$ cat src/hw/rtl/png_scanline_unfilter_unit_defines.svh
// Assertion macros shared by the scanline unfilter RTL
`ifndef PNG_SCANLINE_UNFILTER_UNIT_DEFINES_SVH
`define PNG_SCANLINE_UNFILTER_UNIT_DEFINES_SVH

// same-cycle implication
`define PNGSU_ASSERT_IMP(label, clk, rst_n, ante, cons, msg) \
    label: assert property (@(posedge clk) disable iff (!(rst_n)) (ante) |-> (cons)) \
        else $error(msg);

// next-cycle implication
`define PNGSU_ASSERT_NXT(label, clk, rst_n, ante, cons, msg) \
    label: assert property (@(posedge clk) disable iff (!(rst_n)) (ante) |=> (cons)) \
        else $error(msg);

`endif

$ cat src/hw/rtl/pngsu_pkg.sv
// Shared types and constants of the scanline unfilter
package pngsu_pkg;

    localparam int BYTE_W      = 8;
    localparam int ROW_LEN_W   = 14;
    localparam int PIX_BYTES_W = 4;
    localparam int FILTER_W    = 3;
    localparam int APB_DATA_W  = 32;
    localparam int APB_ADDR_W  = 3;

    localparam logic [BYTE_W-1:0] LAST_FILTER = 8'd4;

    localparam logic REG_ROW_LENGTH  = 1'b0;
    localparam logic REG_PIXEL_BYTES = 1'b1;

    typedef enum logic [FILTER_W-1:0] {
        FILT_NONE  = 3'd0,
        FILT_SUB   = 3'd1,
        FILT_UP    = 3'd2,
        FILT_AVG   = 3'd3,
        FILT_PAETH = 3'd4
    } t_filter;

    typedef enum logic [1:0] {
        KIND_FILTER,
        KIND_DATA,
        KIND_ERROR
    } t_kind;

    typedef struct packed {
        t_kind             kind;
        t_filter           filter;
        logic              b_zero;
        logic              row_end;
        logic [BYTE_W-1:0] raw;
    } t_s1_item;

endpackage

$ cat src/hw/rtl/pngsu_in_if.sv
// Input beat channel: raw scanline byte and start-of-pass mark
interface pngsu_in_if;
    logic       valid;
    logic       ready;
    logic [7:0] raw_byte;
    logic       start_of_pass;

    modport source (output valid, output raw_byte, output start_of_pass, input ready);
    modport sink   (input valid, input raw_byte, input start_of_pass, output ready);
endinterface

$ cat src/hw/rtl/pngsu_front.sv
// Row sequencer: filter byte decode, position tracking, line store read, stage register
`include "png_scanline_unfilter_unit_defines.svh"

module pngsu_front #(
    parameter int MAX_ROW_BYTES = 8192
) (
    input  logic                          i_clk,
    input  logic                          i_rst_n,
    pngsu_in_if.sink                      i_in,
    input  logic [pngsu_pkg::ROW_LEN_W-1:0] i_row_length,
    output logic                          o_s1_valid,
    output pngsu_pkg::t_s1_item           o_s1_item,
    output logic [(MAX_ROW_BYTES > 1 ? $clog2(MAX_ROW_BYTES) : 1)-1:0] o_s1_col,
    input  logic                          i_s1_ready,
    output logic                          o_rd_en,
    output logic [(MAX_ROW_BYTES > 1 ? $clog2(MAX_ROW_BYTES) : 1)-1:0] o_rd_addr
);

    localparam int AW    = (MAX_ROW_BYTES > 1) ? $clog2(MAX_ROW_BYTES) : 1;
    localparam int LW0   = $clog2(MAX_ROW_BYTES + 1);
    localparam int LEN_W = (pngsu_pkg::ROW_LEN_W > LW0) ? pngsu_pkg::ROW_LEN_W : LW0;

    logic                  r_first,    n_first;
    logic                  r_failed,   n_failed;
    logic                  r_expect,   n_expect;
    logic [AW-1:0]         r_col,      n_col;
    pngsu_pkg::t_filter    r_filter,   n_filter;
    logic                  r_s1_valid, n_s1_valid;
    pngsu_pkg::t_s1_item   r_s1_item,  n_s1_item;
    logic [AW-1:0]         r_s1_col,   n_s1_col;

    logic                  accept;
    logic                  row_last;
    logic [LEN_W-1:0]      len_eff;

    assign i_in.ready = !r_s1_valid || i_s1_ready;
    assign accept     = i_in.valid && i_in.ready;

    always_comb begin
        if (i_row_length == '0) begin
            len_eff = LEN_W'(1);
        end else if (LEN_W'(i_row_length) > LEN_W'(MAX_ROW_BYTES)) begin
            len_eff = LEN_W'(MAX_ROW_BYTES);
        end else begin
            len_eff = LEN_W'(i_row_length);
        end
    end

    assign row_last = (LEN_W'(r_col) + LEN_W'(1)) >= len_eff;

    always_comb begin
        n_first    = r_first;
        n_failed   = r_failed;
        n_expect   = r_expect;
        n_col      = r_col;
        n_filter   = r_filter;
        n_s1_valid = r_s1_valid && !i_s1_ready;
        n_s1_item  = r_s1_item;
        n_s1_col   = r_s1_col;
        if (accept) begin
            if (i_in.start_of_pass) begin
                n_first  = 1'b1;
                n_failed = 1'b0;
                n_expect = 1'b1;
            end
            if (!n_failed) begin
                n_s1_valid        = 1'b1;
                n_s1_col          = r_col;
                n_s1_item.raw     = i_in.raw_byte;
                n_s1_item.filter  = r_filter;
                n_s1_item.b_zero  = n_first;
                n_s1_item.row_end = 1'b0;
                if (n_expect) begin
                    if (i_in.raw_byte > pngsu_pkg::LAST_FILTER) begin
                        n_s1_item.kind = pngsu_pkg::KIND_ERROR;
                        n_failed       = 1'b1;
                    end else begin
                        n_s1_item.kind = pngsu_pkg::KIND_FILTER;
                        n_filter       = pngsu_pkg::t_filter'(i_in.raw_byte[2:0]);
                        n_expect       = 1'b0;
                        n_col          = '0;
                    end
                end else begin
                    n_s1_item.kind    = pngsu_pkg::KIND_DATA;
                    n_s1_item.row_end = row_last;
                    if (row_last) begin
                        n_expect = 1'b1;
                        n_first  = 1'b0;
                    end else begin
                        n_col = r_col + AW'(1);
                    end
                end
            end
        end
    end

    always_ff @(posedge i_clk) begin
        if (!i_rst_n) begin
            r_first    <= 1'b1;
            r_failed   <= 1'b0;
            r_expect   <= 1'b1;
            r_col      <= '0;
            r_filter   <= pngsu_pkg::FILT_NONE;
            r_s1_valid <= 1'b0;
        end else begin
            r_first    <= n_first;
            r_failed   <= n_failed;
            r_expect   <= n_expect;
            r_col      <= n_col;
            r_filter   <= n_filter;
            r_s1_valid <= n_s1_valid;
        end
    end

    always_ff @(posedge i_clk) begin
        r_s1_item <= n_s1_item;
        r_s1_col  <= n_s1_col;
    end

    assign o_s1_valid = r_s1_valid;
    assign o_s1_item  = r_s1_item;
    assign o_s1_col   = r_s1_col;
    assign o_rd_en    = accept;
    assign o_rd_addr  = r_col;

    `PNGSU_ASSERT_NXT(a_drop_after_fail, i_clk, i_rst_n,
        accept && r_failed && !i_in.start_of_pass, !r_s1_valid,
        "byte entered the pipeline after a filter error")
    `PNGSU_ASSERT_NXT(a_error_sets_failed, i_clk, i_rst_n,
        accept && n_s1_valid && (n_s1_item.kind == pngsu_pkg::KIND_ERROR), r_failed,
        "filter error did not latch the failed state")
    `PNGSU_ASSERT_IMP(a_ready_when_empty, i_clk, i_rst_n,
        !r_s1_valid, i_in.ready,
        "input not ready with an empty stage register")

endmodule

$ cat src/flat_wrapper.sv
// flat-port wrapper written by rule: the top's interface ports become plain ports
module pngsu_front_flat 
#(
    parameter int MAX_ROW_BYTES = 8192
)
  (i_clk, i_rst_n, i_row_length, o_s1_valid, o_s1_item, o_s1_col, i_s1_ready, o_rd_en, o_rd_addr, i_in_valid, i_in_raw_byte, i_in_start_of_pass, i_in_ready);
  pngsu_in_if i_in_i ();
  input  logic i_clk;
  input  logic i_rst_n;
  input  logic [pngsu_pkg::ROW_LEN_W-1:0] i_row_length;
  output logic o_s1_valid;
  output pngsu_pkg::t_s1_item o_s1_item;
  output logic [(MAX_ROW_BYTES > 1 ? $clog2(MAX_ROW_BYTES) : 1)-1:0] o_s1_col;
  input  logic i_s1_ready;
  output logic o_rd_en;
  output logic [(MAX_ROW_BYTES > 1 ? $clog2(MAX_ROW_BYTES) : 1)-1:0] o_rd_addr;
  input wire logic [$bits(i_in_i.valid)-1:0] i_in_valid;
  input wire logic [$bits(i_in_i.raw_byte)-1:0] i_in_raw_byte;
  input wire logic [$bits(i_in_i.start_of_pass)-1:0] i_in_start_of_pass;
  output wire logic [$bits(i_in_i.ready)-1:0] i_in_ready;
  assign i_in_i.valid = i_in_valid;
  assign i_in_i.raw_byte = i_in_raw_byte;
  assign i_in_i.start_of_pass = i_in_start_of_pass;
  assign i_in_ready = i_in_i.ready;
  pngsu_front #(.MAX_ROW_BYTES(MAX_ROW_BYTES)) u_core (.i_clk(i_clk), .i_rst_n(i_rst_n), .i_in(i_in_i), .i_row_length(i_row_length), .o_s1_valid(o_s1_valid), .o_s1_item(o_s1_item), .o_s1_col(o_s1_col), .i_s1_ready(i_s1_ready), .o_rd_en(o_rd_en), .o_rd_addr(o_rd_addr));
endmodule
$ cat config.mk
export PLATFORM = sky130hd
export DESIGN_NAME = pngsu_front_flat
export DESIGN_NICKNAME = d
export VERILOG_FILES = /design/src/hw/rtl/pngsu_pkg.sv /design/src/hw/rtl/pngsu_in_if.sv /design/src/hw/rtl/pngsu_front.sv /design/src/flat_wrapper.sv
export VERILOG_INCLUDE_DIRS = /design/src /design/src/hw/rtl
export SDC_FILE = /design/constraint.sdc
export NUM_CORES = 1
export LEC_CHECK = 0
export ABC_CLOCK_PERIOD_IN_PS = 2900
export BUFFER_PORTS_ARGS = -buffer_cell sky130_fd_sc_hd__buf_2
export CORE_MARGIN = 2
export CORE_UTILIZATION = 45
export DETAILED_ROUTE_END_ITERATION = 8
export GPL_ROUTABILITY_DRIVEN = 0
export PLACE_DENSITY = 0.73
export SLEW_MARGIN = 20
export SYNTH_ARGS = -nofsm -noshare
export SYNTH_HDL_FRONTEND = slang
export SYNTH_SLANG_ARGS = --single-unit
$ cat constraint.sdc
create_clock -name i_clk -period 2.9 [get_ports i_clk]
set_clock_uncertainty 0.1 [all_clocks]
set_input_delay 0.58 -clock i_clk [delete_from_list [all_inputs] [get_ports i_clk]]
set_output_delay 0.58 -clock i_clk [all_outputs]
set_load 0.01 [all_outputs]
==> summary.md, run 1 <==
| Metric | Value |
|---|---|
| Outcome | complete, but fails checks |
| Failing checks | negative setup slack |
| Crit path time final | 2.95 ns |
| Hold buffer count at CTS | 0 |
| Syn. warnings | 0 |
| Ant. Diodes | 0 |
| Placed cell areas | 3350 um^2 |
| Synth cell types | 48 |
| Yosys top cell by area | edfxtp_1 |
| Final worst setup slack | -0.0530 ns |
| Post-synth EDFFs | 28 |
| Power Density | 425 nW/um^2 |
| Root Buffer | clkbuf_8 |
| Slew headroom | 55.9% |
| Avg Cell Area, Syn | 10.1 um^2 |
| Initial antenna violation count | 0 |
| Startpoint Class | register |
| Number of placed instances, taps included | 436 |
| Largest net degree at the start of global routing | 26 |
| Sequential share of the synthesized area | 48.0% |
| F_max | 339 MHz |
| Max IR drop VDD | 366 uV |
| LEAKAGE | 1.65 nW |
| CP max-delay cell | a2111o_1 |
| Number of global-route vias before repair | 2441 |
| Die area | 6370 um^2 |
| CTS tree | done |
| Dpl ws | -0.234 ns |
| Share of layout cells above drive strength 1 | 47.0% |
| Port Buffer Count | 70 |
| Crit path cell chain | ha_4 -> nand3_4 -> buf_12 -> nor4_4 -> xnor2_1 -> ha_1 -> nand4_1 -> nor2_2 -> a2111o_1 -> nor3_1 -> mux2i_1 |
| Die Ht | 79.8 um |
| Clock-pin slew on the worst setup and hold paths | 0.09 ns |
| Post-DRT Antenna Nets | 0 |
| CTS Buf Count | 5 |
| Peak fanout along the critical path | 6 |
| Residual DRC | 0 |
| Synth async-reset ratio | 0% |
| CTS max path bufs | 2 |
| HP Class | reg2reg |
| Final hold slack | 0.346 ns |
| Worst setup EP type | register |
| Cell row count | 27 |
| Top FF cell, synth | edfxtp_1 |
| Vias | 2555 |
| Seq cells post-synth | 48 |
| Syn nets | 298 |
| Most numerous cell in the Yosys netlist | nand2_1 |
| DRT Pass-1 Iters | 5 |
| Worst-Skew Late Latency | 0.30 ns |
| Max-cap violations | 0 |
| CORE AREA | 5540 um^2 |
| P&R area growth vs syn | 45.9% |
| CP peak stage delay | 0.56 ns |
| Die X | 79.8 um |
| Depth of the CTS H-tree | 2 |
| WP data arrival | 3.08 ns |
| Vias per std cell | 5.59 |
| Layout filler cell count | 422 |
| Cell Count, Final, Fillers Out | 457 |
| Initial Util | 46.7% |
| Global-route wire length before repair | 11.4 mm |
| CTS sink count | 48 |
| Critical path required time | 3.03 ns |
| Area fraction of the dominant cell type after synthesis | 32.5% |
| Synth top area cells | edfxtp_1, dfxtp_1, ha_1 |
| DR iter-0 viols | 193 |
| I/O pins | 71 |
| Commonest cells in the netlist | nand2_1, edfxtp_1, dfxtp_1 |
| Count of final setup violators | 6 |
| Post-DP HPWL | 5.01 mm |
| RSZ-0062 raised after global routing | true |
| Finished Cell Area | 3780 um^2 |
| Total GRT Usage | 22.9% |
| Period Utilization, post-route | 102% |
| Synth Cell Area | 2590 um^2 |
| Slew Limit Fails | 0 |
| Pwr Total | 1.60 mW |
| Final nets | 426 |
| Setup TNS | -0.275 ns |
| Final Util | 68.2% |
| Worst slew pin tran | 0.661 ns |
| Detailed Route WL | 7.22 mm |
| Global route total overflow | 0 |
| Wire length per cell | 15.8 um |
| Synthesized instance count | 256 |
| Kind of critical path | reg2reg |
| Final hold viol count | 0 |
[path summary, 6_finish.rpt]
| path | from | end | slack [ns] | cells past startpoint |
|---|---|---|---|---|
| worst max-delay path | u_core.o_rd_addr[0]$_SDFFE_PN0P_ | u_core.o_rd_addr[2]$_SDFFE_PN0P_ | -0.05 | 11 |
| worst min-delay path | u_core.r_filter[0]$_SDFFE_PN0P_ | u_core.o_s1_item[10]$_DFFE_PP_ | 0.35 | 0 |
| worst max register to register | u_core.o_rd_addr[0]$_SDFFE_PN0P_ | u_core.o_rd_addr[2]$_SDFFE_PN0P_ | -0.05 | 11 |
| worst min register to register | u_core.r_filter[0]$_SDFFE_PN0P_ | u_core.o_s1_item[10]$_DFFE_PP_ | 0.35 | 0 |
[final cells by class]
type                    count  area (um^2)  share of cell area (%)
inverters                  14         52.6                    1.39
clock inverters             3         68.8                    1.82
clock buffers               5         68.8                    1.82
well taps                  72         90.1                    2.39
multi-input cells         189         1450                    38.5
repair buffers            126          783                    20.7
flip-flops and latches     48         1260                    33.3
[per-layer routing]
layer | GRT usage (%) | wire length [um] | vias up | share of wire, %
li1 | - | - | 1218 | -
met1 | 28.5 | 2960 | 1192 | 41
met2 | 39.0 | 3550 | 116 | 49
met3 | 3.85 | 517 | 29 | 7.2
met4 | 9.83 | 192 | 0 | 2.7
met5 | 0 | 0 | - | 0
[flip-flops by register name, indices dropped and copies added, names as in the netlist]
signal             count
u_core.o_rd_addr      13
u_core.o_s1_col       13
u_core.o_s1_item      15
u_core.o_s1_valid      1
u_core.r_expect        1
u_core.r_failed        1
u_core.r_filter        3
u_core.r_first         1
[placed cells by master, fill, tap and decap left out, drive strengths merged, types with 9 or more instances in the layout]
| cell | count |
|---|---|
| o21ai | 12 |
| ha | 15 |
| edfxtp | 28 |
| a21oi | 9 |
| o211ai | 10 |
| dfxtp | 20 |
| nor2 | 9 |
| nand4 | 11 |
| nand2 | 40 |
| inv | 14 |
| buf | 126 |
| nand3 | 17 |
[logic make-up after synthesis]
kind of cell | Yosys count | synth area share (%)
xor+xnor | 9 | 3.05
mux | 4 | 1.55
compound gates | 52 | 16.1
simple gates | 108 | 21.0
buf+inv | 20 | 3.09
fa+ha+maj | 15 | 7.25
flops | 48 | 48.0
[critical path, delay by kind of cell (launching register included)]
family,cells,cell delay [ns]
buffers and inverters,1,0.15
xor gates and xnor gates,1,0.17
muxes,1,0.24
and+or+nand+nor,5,0.84
DFF,1,0.39
AOI/OAI and AO/OA,1,0.56
adders and majority gates,2,0.42
[where the power goes]
group / switching (mW) / internal (mW)
clock: 0.236 / 0.347
combinational: 0.141 / 0.107
sequential: 0.0161 / 0.758
total: 0.393 / 1.21
[repair_timing]
item / CTS / global route
endpoints found under the setup margin: 16 / 16
pin swaps: 18 / 16
resized for setup: 25 / 16
buffers inserted: 7 / 5
cloned: 1 / 0
Power figures use the tool's default switching activity.
==> run 2: changes to the inputs <==
--- a/config.mk
+++ b/config.mk
@@ -6,13 +6,14 @@
 export SDC_FILE = /design/constraint.sdc
 export NUM_CORES = 1
 export LEC_CHECK = 0
-export ABC_CLOCK_PERIOD_IN_PS = 2900
+export ABC_CLOCK_PERIOD_IN_PS = 3800
 export BUFFER_PORTS_ARGS = -buffer_cell sky130_fd_sc_hd__buf_2
+export CAP_MARGIN = 20
 export CORE_MARGIN = 2
 export CORE_UTILIZATION = 45
 export DETAILED_ROUTE_END_ITERATION = 8
 export GPL_ROUTABILITY_DRIVEN = 0
-export PLACE_DENSITY = 0.73
+export PLACE_DENSITY = 0.7
 export SLEW_MARGIN = 20
 export SYNTH_ARGS = -nofsm -noshare
 export SYNTH_HDL_FRONTEND = slang
==> constraint.sdc (replaced) <==
create_clock -name i_clk -period 3.8 [get_ports i_clk]
set_clock_uncertainty 0.1 [all_clocks]
set_input_delay 0.76 -clock i_clk [delete_from_list [all_inputs] [get_ports i_clk]]
set_output_delay 0.76 -clock i_clk [all_outputs]
set_load 0.01 [all_outputs]
==> run 2 against run 1 <==
  * Critical path depth is the same
  * Register-to-register slack better by 0.34 ns
  * Sequential power shrank 24%
  * Via count fell by 13%
  * Maximum frequency down 16%
  * The flow now finishes without violations
  * Clock-buffer cell count unchanged
  * Final cell count fell by 12%
  * Global-route usage is 3.1 points lower
  * Non-clock buffer count down 55
  * Hold slack improved by 0.00059 ns
  * Clock power fell by 50%
==> summary.md, run 2 (same netlist as run 1, synthesis figures left out) <==
| Metric | Value |
|---|---|
| Commonest non-fill, non-tap cells in the layout | buf_2, nand2_1, edfxtp_1 |
| F_max | 284 MHz |
| Initial antenna violation count | 0 |
| Worst-Skew Late Latency | 0.30 ns |
| Detailed Route WL | 5.95 mm |
| RSZ-0062 raised after global routing | false |
| Outcome | finished clean |
| LEAKAGE | 1.24 nW |
| DR iter-0 viols | 229 |
| Most common cell after layout, fill and taps aside | buf_2 |
| Final hold viol count | 0 |
| Cell Count, Final, Fillers Out | 401 |
| Vias per std cell | 5.57 |
| Post-DRT Antenna Nets | 0 |
| Max reg flops | 15 |
| Worst setup EP type | register |
| Final nets | 370 |
| CTS Buf Count | 5 |
| Finished Cell Area | 3090 um^2 |
| Slew Limit Fails | 0 |
| Post_cts resized | 0 |
| Register area | 1240 um^2 |
| Port Buffer Count | 70 |
| Ant. Diodes | 0 |
| WP data arrival | 3.59 ns |
| Vias | 2233 |
| P&R area growth vs syn | 19.6% |
| HP Class | reg2reg |
| Max-cap violations | 0 |
| Post-DP HPWL | 4.56 mm |
| Dpl ws | 0.345 ns |
| Number of placed instances, taps included | 393 |
| Startpoint Class | register |
| Peak fanout along the critical path | 9 |
| Reg2reg setup slack | 0.28 ns |
| Cell row count | 27 |
| Critical path required time | 3.87 ns |
| Initial Util | 46.7% |
| CTS max path bufs | 2 |
| Wire length per cell | 14.8 um |
| Period Utilization, post-route | 92.6% |
| Number of global-route vias before repair | 2021 |
| Max IR drop VDD | 158 uV |
| Placed cell areas | 3010 um^2 |
| Global route total overflow | 0 |
| Global-route wire length before repair | 9.78 mm |
| CTS sink count | 48 |
| Largest net degree at the start of global routing | 25 |
| Count of final setup violators | 0 |
| DRT Pass-1 Iters | 4 |
| Final hold slack | 0.347 ns |
| Worst slew pin tran | 0.655 ns |
| Kind of critical path | reg2reg |
| Die area | 6370 um^2 |
| Hold buffer count at CTS | 0 |
| Crit path time final | 3.52 ns |
| I/O pins | 71 |
| Depth of the CTS H-tree | 2 |
| Die Ht | 79.8 um |
| Layout filler cell count | 512 |
| Root Buffer | clkbuf_8 |
| Clock-pin slew on the worst setup and hold paths | 0.09 ns |
| Power Density | 334 nW/um^2 |
| Final worst setup slack | 0.282 ns |
| CORE AREA | 5540 um^2 |
| Setup TNS | 0 ns |
| Post-CTS setup buffer count | 0 |
| Residual DRC | 0 |
| Die X | 79.8 um |
| Share of layout cells above drive strength 1 | 27.1% |
| Total GRT Usage | 19.7% |
| Multi-input gate area | 1270 um^2 |
| CTS tree | done |
| Slew headroom | 56.3% |
-- run 2: layer usage --
metal  global-route usage (%)  up-vias  part of all wire (%)
met5                        0        -                     0
met4                     6.78        0                   2.1
met3                     3.17       11                   7.5
met2                     30.4       97                    45
met1                     28.2     1032                    45
li1                         -     1093                     -
-- run 2: power by group --
group          switching [mW]  internal [mW]
Combinational          0.0912         0.0566
Sequential             0.0143          0.578
Clock                   0.165          0.129
Total                   0.271          0.763
-- run 2: final cells by class --
cell class	instances	area share (%)
Tap cell	72	2.91
Timing Repair Buffer	71	11.6
Clock inverter	3	0.566
Sequential cell	48	40.1
Clock buffer	5	2.22
Inverter	14	1.70
Multi-Input combinational cell	188	40.9
-- run 2: final timing paths --
path	from	depth (start not counted)	endpoint
worst max-delay path	u_core.o_rd_addr[0]$_SDFFE_PN0P_	11	u_core.o_rd_addr[3]$_SDFFE_PN0P_
worst min register to register	u_core.r_filter[2]$_SDFFE_PN0P_	0	u_core.o_s1_item[12]$_DFFE_PP_
worst min-delay path	u_core.r_filter[2]$_SDFFE_PN0P_	0	u_core.o_s1_item[12]$_DFFE_PP_
worst max register to register	u_core.o_rd_addr[0]$_SDFFE_PN0P_	11	u_core.o_rd_addr[3]$_SDFFE_PN0P_
-- run 2: metrics by stage --
stage | power [mW] | util [%]
floorplan | 0.690 | -
global placement | 0.748 | 54.3
detailed placement | 0.752 | 54.3
CTS | 1.04 | 55.8
global route | 1.09 | 55.8
finish | 1.03 | 55.8
-- run 2: critical path, cell delays in order (launching register included) --
cell and delay, ns:
dfxtp_1 0.52, ha_1 0.27, nand3_1 0.23, nor3_4 0.36, nand3_1 0.17, xnor2_1 0.16
ha_1 0.30, nand4_1 0.13, o21ai_1 0.15, a2111o_1 0.48, o211ai_4 0.35, o221ai_1 0.17
