### src/hw/rtl/png_scanline_unfilter_unit_defines.svh
// Assertion macros shared by the scanline unfilter RTL
`ifndef PNG_SCANLINE_UNFILTER_UNIT_DEFINES_SVH
`define PNG_SCANLINE_UNFILTER_UNIT_DEFINES_SVH

// same-cycle implication
`define PNGSU_ASSERT_IMP(label, clk, rst_n, ante, cons, msg) \
    label: assert property (@(posedge clk) disable iff (!(rst_n)) (ante) |-> (cons)) \
        else $error(msg);

// next-cycle implication
`define PNGSU_ASSERT_NXT(label, clk, rst_n, ante, cons, msg) \
    label: assert property (@(posedge clk) disable iff (!(rst_n)) (ante) |=> (cons)) \
        else $error(msg);

`endif

### src/hw/rtl/pngsu_pkg.sv
// Shared types and constants of the scanline unfilter
package pngsu_pkg;

    localparam int BYTE_W      = 8;
    localparam int ROW_LEN_W   = 14;
    localparam int PIX_BYTES_W = 4;
    localparam int FILTER_W    = 3;
    localparam int APB_DATA_W  = 32;
    localparam int APB_ADDR_W  = 3;

    localparam logic [BYTE_W-1:0] LAST_FILTER = 8'd4;

    localparam logic REG_ROW_LENGTH  = 1'b0;
    localparam logic REG_PIXEL_BYTES = 1'b1;

    typedef enum logic [FILTER_W-1:0] {
        FILT_NONE  = 3'd0,
        FILT_SUB   = 3'd1,
        FILT_UP    = 3'd2,
        FILT_AVG   = 3'd3,
        FILT_PAETH = 3'd4
    } t_filter;

    typedef enum logic [1:0] {
        KIND_FILTER,
        KIND_DATA,
        KIND_ERROR
    } t_kind;

    typedef struct packed {
        t_kind             kind;
        t_filter           filter;
        logic              b_zero;
        logic              row_end;
        logic [BYTE_W-1:0] raw;
    } t_s1_item;

endpackage

### src/hw/rtl/pngsu_out_if.sv
// Output beat channel: reconstructed byte with row end and error flags
interface pngsu_out_if;
    logic       valid;
    logic       ready;
    logic [7:0] pixel_byte;
    logic       row_end;
    logic       bad_filter;

    modport source (output valid, output pixel_byte, output row_end, output bad_filter,
                    input ready);
    modport sink   (input valid, input pixel_byte, input row_end, input bad_filter,
                    output ready);
endinterface

### src/hw/rtl/pngsu_recon.sv
// Reconstruction stage: predictor, byte sum, neighbor histories, output register
`include "png_scanline_unfilter_unit_defines.svh"

module pngsu_recon #(
    parameter int MAX_ROW_BYTES   = 8192,
    parameter int MAX_PIXEL_BYTES = 8
) (
    input  logic                            i_clk,
    input  logic                            i_rst_n,
    input  logic [pngsu_pkg::PIX_BYTES_W-1:0] i_pixel_bytes,
    input  logic                            i_s1_valid,
    input  pngsu_pkg::t_s1_item             i_s1_item,
    input  logic [(MAX_ROW_BYTES > 1 ? $clog2(MAX_ROW_BYTES) : 1)-1:0] i_s1_col,
    output logic                            o_s1_ready,
    input  logic [pngsu_pkg::BYTE_W-1:0]    i_ram_q,
    output logic                            o_wr_en,
    output logic [(MAX_ROW_BYTES > 1 ? $clog2(MAX_ROW_BYTES) : 1)-1:0] o_wr_addr,
    output logic [pngsu_pkg::BYTE_W-1:0]    o_wr_data,
    pngsu_out_if.source                     o_out
);

    localparam int HW = (MAX_PIXEL_BYTES > 1) ? $clog2(MAX_PIXEL_BYTES) : 1;

    logic [7:0] r_left [MAX_PIXEL_BYTES];
    logic [7:0] r_ul   [MAX_PIXEL_BYTES];
    logic       r_out_valid;
    logic [7:0] r_out_pixel;
    logic       r_out_row_end;
    logic       r_out_bad;

    logic [pngsu_pkg::PIX_BYTES_W-1:0] pb_eff;
    logic [HW-1:0] hidx;
    logic [7:0]    a_byte, b_byte, c_byte, pred, val;
    logic [8:0]    avg_sum;
    logic          out_free, s1_retire, is_data, is_filter;

    function automatic logic [9:0] abs10(input logic signed [9:0] d);
        abs10 = d[9] ? 10'(-d) : 10'(d);
    endfunction

    function automatic logic [7:0] paeth(input logic [7:0] a, input logic [7:0] b,
                                         input logic [7:0] c);
        logic signed [9:0] ds_a, ds_b, ds_c;
        logic [9:0]        pa, pb, pc;
        ds_a = $signed({2'b00, b}) - $signed({2'b00, c});
        ds_b = $signed({2'b00, a}) - $signed({2'b00, c});
        ds_c = ds_a + ds_b;
        pa   = abs10(ds_a);
        pb   = abs10(ds_b);
        pc   = abs10(ds_c);
        if (pa <= pb && pa <= pc) begin
            paeth = a;
        end else if (pb <= pc) begin
            paeth = b;
        end else begin
            paeth = c;
        end
    endfunction

    always_comb begin
        if (i_pixel_bytes == '0) begin
            pb_eff = pngsu_pkg::PIX_BYTES_W'(1);
        end else if (32'(i_pixel_bytes) > 32'(MAX_PIXEL_BYTES)) begin
            pb_eff = pngsu_pkg::PIX_BYTES_W'(MAX_PIXEL_BYTES);
        end else begin
            pb_eff = i_pixel_bytes;
        end
    end

    assign hidx    = HW'(pb_eff - pngsu_pkg::PIX_BYTES_W'(1));
    assign a_byte  = r_left[hidx];
    assign c_byte  = r_ul[hidx];
    assign b_byte  = i_s1_item.b_zero ? 8'd0 : i_ram_q;
    assign avg_sum = {1'b0, a_byte} + {1'b0, b_byte};

    always_comb begin
        case (i_s1_item.filter)
            pngsu_pkg::FILT_NONE:  pred = 8'd0;
            pngsu_pkg::FILT_SUB:   pred = a_byte;
            pngsu_pkg::FILT_UP:    pred = b_byte;
            pngsu_pkg::FILT_AVG:   pred = avg_sum[8:1];
            pngsu_pkg::FILT_PAETH: pred = paeth(a_byte, b_byte, c_byte);
            default:               pred = 8'd0;
        endcase
    end

    assign val       = i_s1_item.raw + pred;
    assign is_data   = i_s1_item.kind == pngsu_pkg::KIND_DATA;
    assign is_filter = i_s1_item.kind == pngsu_pkg::KIND_FILTER;
    assign out_free  = !r_out_valid || o_out.ready;
    assign o_s1_ready = is_filter || out_free;
    assign s1_retire = i_s1_valid && o_s1_ready;

    assign o_wr_en   = s1_retire && is_data;
    assign o_wr_addr = i_s1_col;
    assign o_wr_data = val;

    always_ff @(posedge i_clk) begin
        if (!i_rst_n) begin
            for (int k = 0; k < MAX_PIXEL_BYTES; k++) begin
                r_left[k] <= '0;
                r_ul[k]   <= '0;
            end
        end else if (s1_retire && is_filter) begin
            for (int k = 0; k < MAX_PIXEL_BYTES; k++) begin
                r_left[k] <= '0;
                r_ul[k]   <= '0;
            end
        end else if (s1_retire && is_data) begin
            for (int k = MAX_PIXEL_BYTES - 1; k > 0; k--) begin
                r_left[k] <= r_left[k-1];
                r_ul[k]   <= r_ul[k-1];
            end
            r_left[0] <= val;
            r_ul[0]   <= b_byte;
        end
    end

    always_ff @(posedge i_clk) begin
        if (!i_rst_n) begin
            r_out_valid <= 1'b0;
        end else if (s1_retire && !is_filter) begin
            r_out_valid <= 1'b1;
        end else if (o_out.ready) begin
            r_out_valid <= 1'b0;
        end
    end

    always_ff @(posedge i_clk) begin
        if (s1_retire && !is_filter) begin
            r_out_pixel   <= is_data ? val : 8'd0;
            r_out_row_end <= is_data && i_s1_item.row_end;
            r_out_bad     <= !is_data;
        end
    end

    assign o_out.valid      = r_out_valid;
    assign o_out.pixel_byte = r_out_pixel;
    assign o_out.row_end    = r_out_row_end;
    assign o_out.bad_filter = r_out_bad;

    `PNGSU_ASSERT_NXT(a_result_loaded, i_clk, i_rst_n,
        s1_retire && !is_filter, r_out_valid,
        "retired beat did not reach the output register")
    `PNGSU_ASSERT_NXT(a_hist_cleared, i_clk, i_rst_n,
        s1_retire && is_filter, (r_left[0] == '0) && (r_ul[0] == '0),
        "neighbor history not cleared at filter byte")
    `PNGSU_ASSERT_IMP(a_bad_is_empty, i_clk, i_rst_n,
        r_out_valid && r_out_bad, (r_out_pixel == '0) && !r_out_row_end,
        "error beat carries data")

endmodule

### src/flat_wrapper.sv
// flat-port wrapper written by rule: the top's interface ports become plain ports
module pngsu_recon_flat 
#(
    parameter int MAX_ROW_BYTES   = 8192,
    parameter int MAX_PIXEL_BYTES = 8
)
  (i_clk, i_rst_n, i_pixel_bytes, i_s1_valid, i_s1_item, i_s1_col, o_s1_ready, i_ram_q, o_wr_en, o_wr_addr, o_wr_data, o_out_valid, o_out_pixel_byte, o_out_row_end, o_out_bad_filter, o_out_ready);
  pngsu_out_if o_out_i ();
  input  logic i_clk;
  input  logic i_rst_n;
  input  logic [pngsu_pkg::PIX_BYTES_W-1:0] i_pixel_bytes;
  input  logic i_s1_valid;
  input  pngsu_pkg::t_s1_item i_s1_item;
  input  logic [(MAX_ROW_BYTES > 1 ? $clog2(MAX_ROW_BYTES) : 1)-1:0] i_s1_col;
  output logic o_s1_ready;
  input  logic [pngsu_pkg::BYTE_W-1:0] i_ram_q;
  output logic o_wr_en;
  output logic [(MAX_ROW_BYTES > 1 ? $clog2(MAX_ROW_BYTES) : 1)-1:0] o_wr_addr;
  output logic [pngsu_pkg::BYTE_W-1:0] o_wr_data;
  output wire logic [$bits(o_out_i.valid)-1:0] o_out_valid;
  output wire logic [$bits(o_out_i.pixel_byte)-1:0] o_out_pixel_byte;
  output wire logic [$bits(o_out_i.row_end)-1:0] o_out_row_end;
  output wire logic [$bits(o_out_i.bad_filter)-1:0] o_out_bad_filter;
  input wire logic [$bits(o_out_i.ready)-1:0] o_out_ready;
  assign o_out_valid = o_out_i.valid;
  assign o_out_pixel_byte = o_out_i.pixel_byte;
  assign o_out_row_end = o_out_i.row_end;
  assign o_out_bad_filter = o_out_i.bad_filter;
  assign o_out_i.ready = o_out_ready;
  pngsu_recon #(.MAX_ROW_BYTES(MAX_ROW_BYTES), .MAX_PIXEL_BYTES(MAX_PIXEL_BYTES)) u_core (.i_clk(i_clk), .i_rst_n(i_rst_n), .i_pixel_bytes(i_pixel_bytes), .i_s1_valid(i_s1_valid), .i_s1_item(i_s1_item), .i_s1_col(i_s1_col), .o_s1_ready(o_s1_ready), .i_ram_q(i_ram_q), .o_wr_en(o_wr_en), .o_wr_addr(o_wr_addr), .o_wr_data(o_wr_data), .o_out(o_out_i));
endmodule
### config.mk
export PLATFORM = sky130hd
export DESIGN_NAME = pngsu_recon_flat
export DESIGN_NICKNAME = d
export VERILOG_FILES = /design/src/hw/rtl/pngsu_pkg.sv /design/src/hw/rtl/pngsu_out_if.sv /design/src/hw/rtl/pngsu_recon.sv /design/src/flat_wrapper.sv
export VERILOG_INCLUDE_DIRS = /design/src /design/src/hw/rtl
export SDC_FILE = /design/constraint.sdc
export NUM_CORES = 1
export LEC_CHECK = 0
export BUFFER_PORTS_ARGS = -buffer_cell sky130_fd_sc_hd__buf_2
export CORE_ASPECT_RATIO = 1.75
export CORE_MARGIN = 10
export CORE_UTILIZATION = 50
export CTS_CLUSTER_DIAMETER = 30
export DETAILED_ROUTE_END_ITERATION = 8
export PLACE_DENSITY = 0.67
export SYNTH_ARGS = -nofsm -noshare
export SYNTH_HDL_FRONTEND = slang
export SYNTH_SLANG_ARGS = --single-unit
### constraint.sdc
create_clock -name i_clk -period 29.6 [get_ports i_clk]
set_input_delay 2.96 -clock i_clk [delete_from_list [all_inputs] [get_ports i_clk]]
set_output_delay 2.96 -clock i_clk [all_outputs]
set_load 0.02 [all_outputs]
==> reports/summary.txt, run 1 <==
Status: completed
Min cycle time layout: 16.46 ns
Fin area: 10300 um^2
Synth top area share: 29.1%
Die ar.: 24700 um^2
Leak: 4.31 nW
Unrepaired setup endpoints after global routing: no
Sw Ratio: 43.3%
Via count: 6799
Critical Path AT: 13.50 ns
Vias/cell: 5.80
Layout cells sized above 1: 16.5%
Max cap viols: 0
Fin util: 55.9%
Die width: 123 um
Clock Path Buffers: 2
Flop pwr share: 21.7%
Number of diodes: 0
Combinational share of power: 58.1%
Post CTS Setup Buffer Count: 0
Filler cells: 1619
Most frequent CP cell: a21oi_1
Syn Area/Cell: 10.5 um^2
Fin. Hold Viols: 0
Fmax: 60.7 MHz
EDFF count, synth: 90
DRC: 0
CTS tree: done
Grt peak-use layer: met2
Int Pwr: 0.578 mW
Yosys warns: 0
Pwr Density: 98.9 nW/um^2
Synth top area cells: edfxtp_1, dfxtp_1, ha_1, mux4_2, and2_1
Clock power frac: 20.2%
Worst Skew: 0.0147 ns
CTS Buf Count: 17
TNS Setup: 0 ns
CTS clk-pin slew, worst paths: 0.06 ns
Slew HR: 34.7%
Hold Buf Count CTS: 0
Post-synthesis register bit count: 139
Sw Pwr: 0.441 mW
Setup Crit Path Kind: input pin to primary output
Post-Syn Instances: 887
DP Wirelength: 17800 um
Initial core utilization: 50.5%
Sink Count: 139
Period utilization: 55.6%
DRT Pass-1 Iters: 5
First-pass GRT wire length: 37800 um
Post-Route WL: 23800 um
Clock latency on the worst-skew pair: 0.43 ns
Crit path required time: 26.64 ns
Crit-path max FO: 33
Placed Area: 9720 um^2
Ys async rst share: 0%
Top_reg_cell synth: edfxtp_1
Type of origin of the critical path: input pin
GR Util met1: 20.1%
M3 GR Usage: 3.04%
# setup viols final: 0
DR WL/cell: 20.3 um
Post-synthesis sequential area ratio: 39.6%
GP Congestion: 0.939
Tightest Pin Transition: 0.979 ns
CP max stage delay: 1.00 ns
Top-count cell post-synth: edfxtp_1
Yosys top cell by area: edfxtp_1
Nets@finish: 1042
Worst Setup End Kind: primary output
I/O Buffers: 51
# IOs: 78
DIE HEIGHT: 200 um
Pins over their slew limit: 0
# H-tree levels: 4
Site Rows: 66
GRT overflow: 0
VDD IR max: 0.0959 mV
GR met2 Demand/Resource: 36.7%
Total global-route track usage: 19.7%
Pin count of the biggest net entering global routing: 89
Unique masters post-synth: 72
CTS-repair resized insts: 0
Initial antenna violation count: 0
Top post-synthesis cells by count: edfxtp_1, nand2_1, ha_1
Initial DRC count: 379
Antenna Violating Nets Remaining: 0
Synth-to-layout area growth: 10.7%
CTS root buf: clkbuf_16
HP Class: register to register
Slowest stage cell, crit path: ha_2
Placeable Area: 18400 um^2
Synth Cell Area: 9300 um^2
Vias in the first global route: 7036
-- cell families (layout without fill, tap and decap cells) --
kind of cell,Yosys count,count (layout),synth area share [%]
fa+ha+maj,81,81,11.2
buf+inv,101,147,4.64
xor+xnor,52,52,5.26
other cells,2,4,0.0807
simple gates,276,276,15.1
mux,55,55,10.3
compound gates,181,181,13.8
flops,139,139,39.6
-- worst paths after layout --
| path | cells after the start | startpoint | end | slack, ns |
|---|---|---|---|---|
| min | 2 | u_core.r_left[3][0] | u_core.r_left[3][0] | 0.47 |
| max | 39 | i_pixel_bytes[2] | o_wr_data[7] | 13.14 |
| max reg2reg | 33 | u_core.r_left[0][0] | u_core.r_left[0][7] | 20.52 |
| min reg2reg | 2 | u_core.r_left[3][0] | u_core.r_left[3][0] | 0.47 |
-- sequential cells by signal (all words and copies together) (netlist names) --
name / cells
u_core.r_left: 64
u_core.r_ul: 64
u_core.o_out.pixel_byte: 8
u_core.o_out.bad_filter: 1
u_core.o_out.row_end: 1
u_core.o_out.valid: 1
-- critical path, delay by kind of cell --
family                   cells  cell delay (ns)
AND/OR/NAND/NOR              3             0.53
XOR/XNOR                     3             0.60
buffers and inverters        6             1.04
adder cells (fa/ha/maj)      7             3.24
AO/OA/AOI/OAI               18             4.10
multiplexers                 2             1.02
-- layer usage --
layer | vias to the layer above | wire length, um | share of wire, %
met1 | 3325 | 8720 | 37
met2 | 155 | 13300 | 56
li1 | 3254 | - | -
met5 | - | 0 | 0
met4 | 0 | 1200 | 5.0
met3 | 65 | 630 | 2.6
-- power groups by stage --
stage | Combinational [mW] | Sequential (mW) | Clock [mW]
6_report | 0.592 | 0.221 | 0.206
5_1_grt | 0.658 | 0.221 | 0.216
4_1_cts | 0.585 | 0.221 | 0.209
3_5_place_dp | 0.582 | 0.225 | 0
3_3_place_gp | 0.572 | 0.224 | 0
2_1_floorplan | 0.440 | 0.224 | 0
-- layout by cell type, fill, tap and decap left out, types with 4 or more instances in the layout --
cell       count
or2_2          5
xor2_1        17
nor2_1        50
mux4_2        32
a21oi_1       45
buf_4          7
ha_1          70
and2_1        68
o21ai_0       32
and3_1         4
mux2i_1       16
mux2_2         7
a22oi_1        6
a22o_1        27
nor3_1         6
nand3_1       16
dfxtp_1       49
conb_1         4
o211ai_1       5
xnor2_1       32
fa_1           5
clkbuf_16     20
buf_2         51
o31ai_1        4
nor2b_1        9
nand2_1       74
o21bai_1       5
edfxtp_1      90
o21a_1        11
nand2b_1      22
inv_1         56
or3_1          5
a21o_1        15
-- final cells by class --
type / count / area, um^2 / area share [%]
Multi-Input combinational cell: 649 / 5220 / 50.6
Clock buffer: 24 / 526 / 5.10
Tap cell: 238 / 298 / 2.89
Inverter: 57 / 214 / 2.08
Timing Repair Buffer: 58 / 308 / 2.99
Sequential cell: 139 / 3680 / 35.8
Clock inverter: 8 / 55.1 / 0.534
-- metrics by stage --
step	hold slack (ns)	setup slack, ns	power, mW	std cells
5_1_grt	0.492	12.15	1.10	1173
3_3_place_gp	0.455	13.29	0.797	1141
2_1_floorplan	0.442	13.97	0.664	889
4_1_cts	0.471	13.12	1.01	1173
3_5_place_dp	0.462	13.12	0.807	1141
6_report	0.466	13.14	1.02	1173
No activity file was read; power rests on OpenSTA's default activity.
==> run 2: changes to the inputs <==
ABC_AREA = 1   (was not set)
PLACE_DENSITY = 0.69   (was 0.67)
clock period = 14.28 ns   (was 29.6 ns; I/O delays follow)
==> run 2 against run 1 <==
- sequential power is 110% higher
- worst hold slack worse by 0.00082 ns
- non-clock buffer count is 2 higher
- clock skew is 0.0063 ns lower
- cell count is 38% higher
- register-to-register slack worse by 14 ns
- clock power is 120% higher
- global-route usage is 1.4 points higher
- highest routed layer unchanged
==> reports/summary.txt, run 2 <==
Hold Buf Count CTS: 0 (unchanged)
Number of diodes: 0 (unchanged)
Nets@finish: 1482 (+42%)
VDD IR max: 0.205 mV (+110%)
CTS-repair resized insts: 0 (unchanged)
Initial DRC count: 510 (+35%)
Pwr Density: 209 nW/um^2 (+110%)
Most frequent CP cell: nand2_1
Clock Path Buffers: 2 (unchanged)
Synth top area share: 27.3% (-1.8 points)
Min cycle time layout: 11.68 ns
Slew HR: 28.0% (-6.7 points)
Clock latency on the worst-skew pair: 0.42 ns (about the same)
Filler cells: 1895 (+17%)
Site Rows: 68 (+3.0%)
Post-Route WL: 28100 um (+18%)
Sink Count: 139 (unchanged)
Unique masters post-synth: 45 (-38%)
TNS Setup: 0 ns (unchanged)
# H-tree levels: 4 (unchanged)
Top post-synthesis cells by count: nand2_1, inv_1, nor2_1
Placeable Area: 19700 um^2 (+6.7%)
CP max stage delay: 0.59 ns (-0.41 ns)
Post-Syn Instances: 1338 (+51%)
Total global-route track usage: 21.1% (+1.4 points)
Fmax: 85.6 MHz
Post-synthesis register bit count: 139 (unchanged)
DP Wirelength: 21100 um (+18%)
Pins over their slew limit: 0 (unchanged)
Top-count cell post-synth: nand2_1
Slowest stage cell, crit path: inv_1
Antenna Violating Nets Remaining: 0 (unchanged)
Most common cell after layout, fill and taps aside: nand2_1
Type of origin of the critical path: input pin
Layout cells sized above 1: 9.45% (-7.0 points)
Worst reg2reg path depth: 49 (+48%)
Multi-input logic area: 5070 um^2 (-2.9%)
CTS tree: done
GP Congestion: 0.942 (+0.32%)
Tightest Pin Transition: 1.08 ns (+0.100 ns)
Setup Crit Path Kind: input pin to primary output
Commonest non-fill, non-tap cells in the layout: nand2_1, inv_1, nor2_1, edfxtp_1
Top_reg_cell synth: edfxtp_1
Final WS setup: 2.60 ns (-10.54 ns)
CTS root buf: clkbuf_16
CTS clk-pin slew, worst paths: 0.07 ns (about the same)
Worst Skew: 0.00838 ns (-0.00633 ns)
I/O Buffers: 51 (unchanged)
Via count: 8928 (+31%)
Pre-CTS setup slack: 2.71 ns (-10.41 ns)
Vias/cell: 5.51 (-4.9%)
DIE HEIGHT: 206 um (+2.9%)
Worst Setup End Kind: primary output
Synth-to-layout area growth: 9.69%
CTS Buf Count: 17 (unchanged)
Synth Cell Area: 9900 um^2 (+6.4%)
DRC: 0 (unchanged)
Yosys warns: 0 (unchanged)
FF+latch area: 3680 um^2 (unchanged)
First-pass GRT wire length: 44000 um (+16%)
Pin count of the biggest net entering global routing: 104 (+17%)
GRT overflow: 0 (unchanged)
Max cap viols: 0 (unchanged)
Crit path required time: 12.85 ns (-13.79 ns)
Critical Path AT: 10.25 ns (-3.25 ns)
Initial antenna violation count: 0 (unchanged)
# setup viols final: 0 (unchanged)
DRT Pass-1 Iters: 5 (unchanged)
HP Class: register to register
Die width: 126 um (+2.7%)
Leak: 4.98 nW (+16%)
Post-synthesis sequential area ratio: 37.2% (-2.4 points)
Initial core utilization: 50.4% (-0.13 points)
Yosys top cell by area: edfxtp_1
# IOs: 78 (unchanged)
Unrepaired setup endpoints after global routing: no
Ys async rst share: 0% (unchanged)
Die ar.: 26100 um^2 (+5.6%)
Crit-path max FO: 33 (unchanged)
Vias in the first global route: 8724 (+24%)
R2r setup slk: 6.68 ns (-13.84 ns)
DR WL/cell: 17.3 um (-15%)
Synth top area cells: edfxtp_1, nand2_1, dfxtp_1, ha_1, inv_1
EDFF count, synth: 90 (unchanged)
Status: completed
Hold depth: 2 (unchanged)
Fin. Hold Viols: 0 (unchanged)
Syn Area/Cell: 7.40 um^2 (-29%)
Post CTS Setup Buffer Count: 0 (unchanged)
Period utilization: 81.8%
## run 2: cell count changes after synthesis, sizes merged, moves of 32 or more
cell and change:
inv +174, o21ai +50, nand3 +36, nor2 +114, and2 -68, nand2 +229
mux4 -32, o211ai +47
## run 2: final timing paths
kind                          to         startpoint
min            u_core.r_ul[3][5]  u_core.r_ul[3][5]
max                 o_wr_data[7]   i_pixel_bytes[2]
max reg2reg  u_core.r_left[0][7]  u_core.r_ul[3][0]
min reg2reg    u_core.r_ul[3][5]  u_core.r_ul[3][5]
## run 2: critical path, delay by kind of cell
kind / cells / cell delay [ns]
AOI/OAI and AO/OA: 12 / 1.95
xor gates and xnor gates: 2 / 0.59
and+or+nand+nor: 27 / 2.50
adders and majority gates: 6 / 2.02
buffers and inverters: 8 / 1.68
## run 2: cells by family after synthesis
family | Yosys count | share of synthesized area (%)
AOI/OAI and AO/OA | 230 | 14.4
adders and majority gates | 76 | 9.98
buffers and inverters | 291 | 11.8
other | 2 | 0.0758
and+or+nand+nor | 572 | 24.0
DFF | 139 | 37.2
xor gates and xnor gates | 28 | 2.55
## run 2: per-stage QoR
| step | instances | util, % | instance area (um^2) | hold WS (ns) | power (mW) |
|---|---|---|---|---|---|
| 2_1_floorplan | 1340 | - | 9910 | 0.441 | 1.50 |
| 5_1_grt | 1620 | 55.3 | 10900 | 0.487 | 2.50 |
| 3_5_place_dp | 1588 | 52.2 | 10300 | 0.458 | 1.83 |
| 4_1_cts | 1620 | 55.3 | 10900 | 0.468 | 2.28 |
| 6_report | 1620 | 55.3 | 10900 | 0.465 | 2.27 |
| 3_3_place_gp | 1588 | 52.2 | 10300 | 0.449 | 1.81 |
## run 2: routing by layer
layer	GRT usage (%)	vias to the layer above	wire length (um)
li1	-	4432	-
met1	20.3	4160	10100
met2	40.2	240	15400
met3	2.72	96	835
met4	14.8	0	1760
met5	0	-	0
## run 2: report_power, final
| part | switching, mW | internal, mW | leakage, nW |
|---|---|---|---|
| clock network | 0.189 | 0.264 | 0.293 |
| registers | 0.00920 | 0.450 | 1.34 |
| logic | 0.902 | 0.459 | 3.34 |
## run 2: layout make-up
class                   count  share of cell area, %
clock buffers              17                   3.92
clock inverters            15                   1.64
inverters                 234                   8.10
multi-input cells         910                   46.6
flip-flops and latches    139                   33.9
well taps                 245                   2.82
repair buffers             60                   2.97
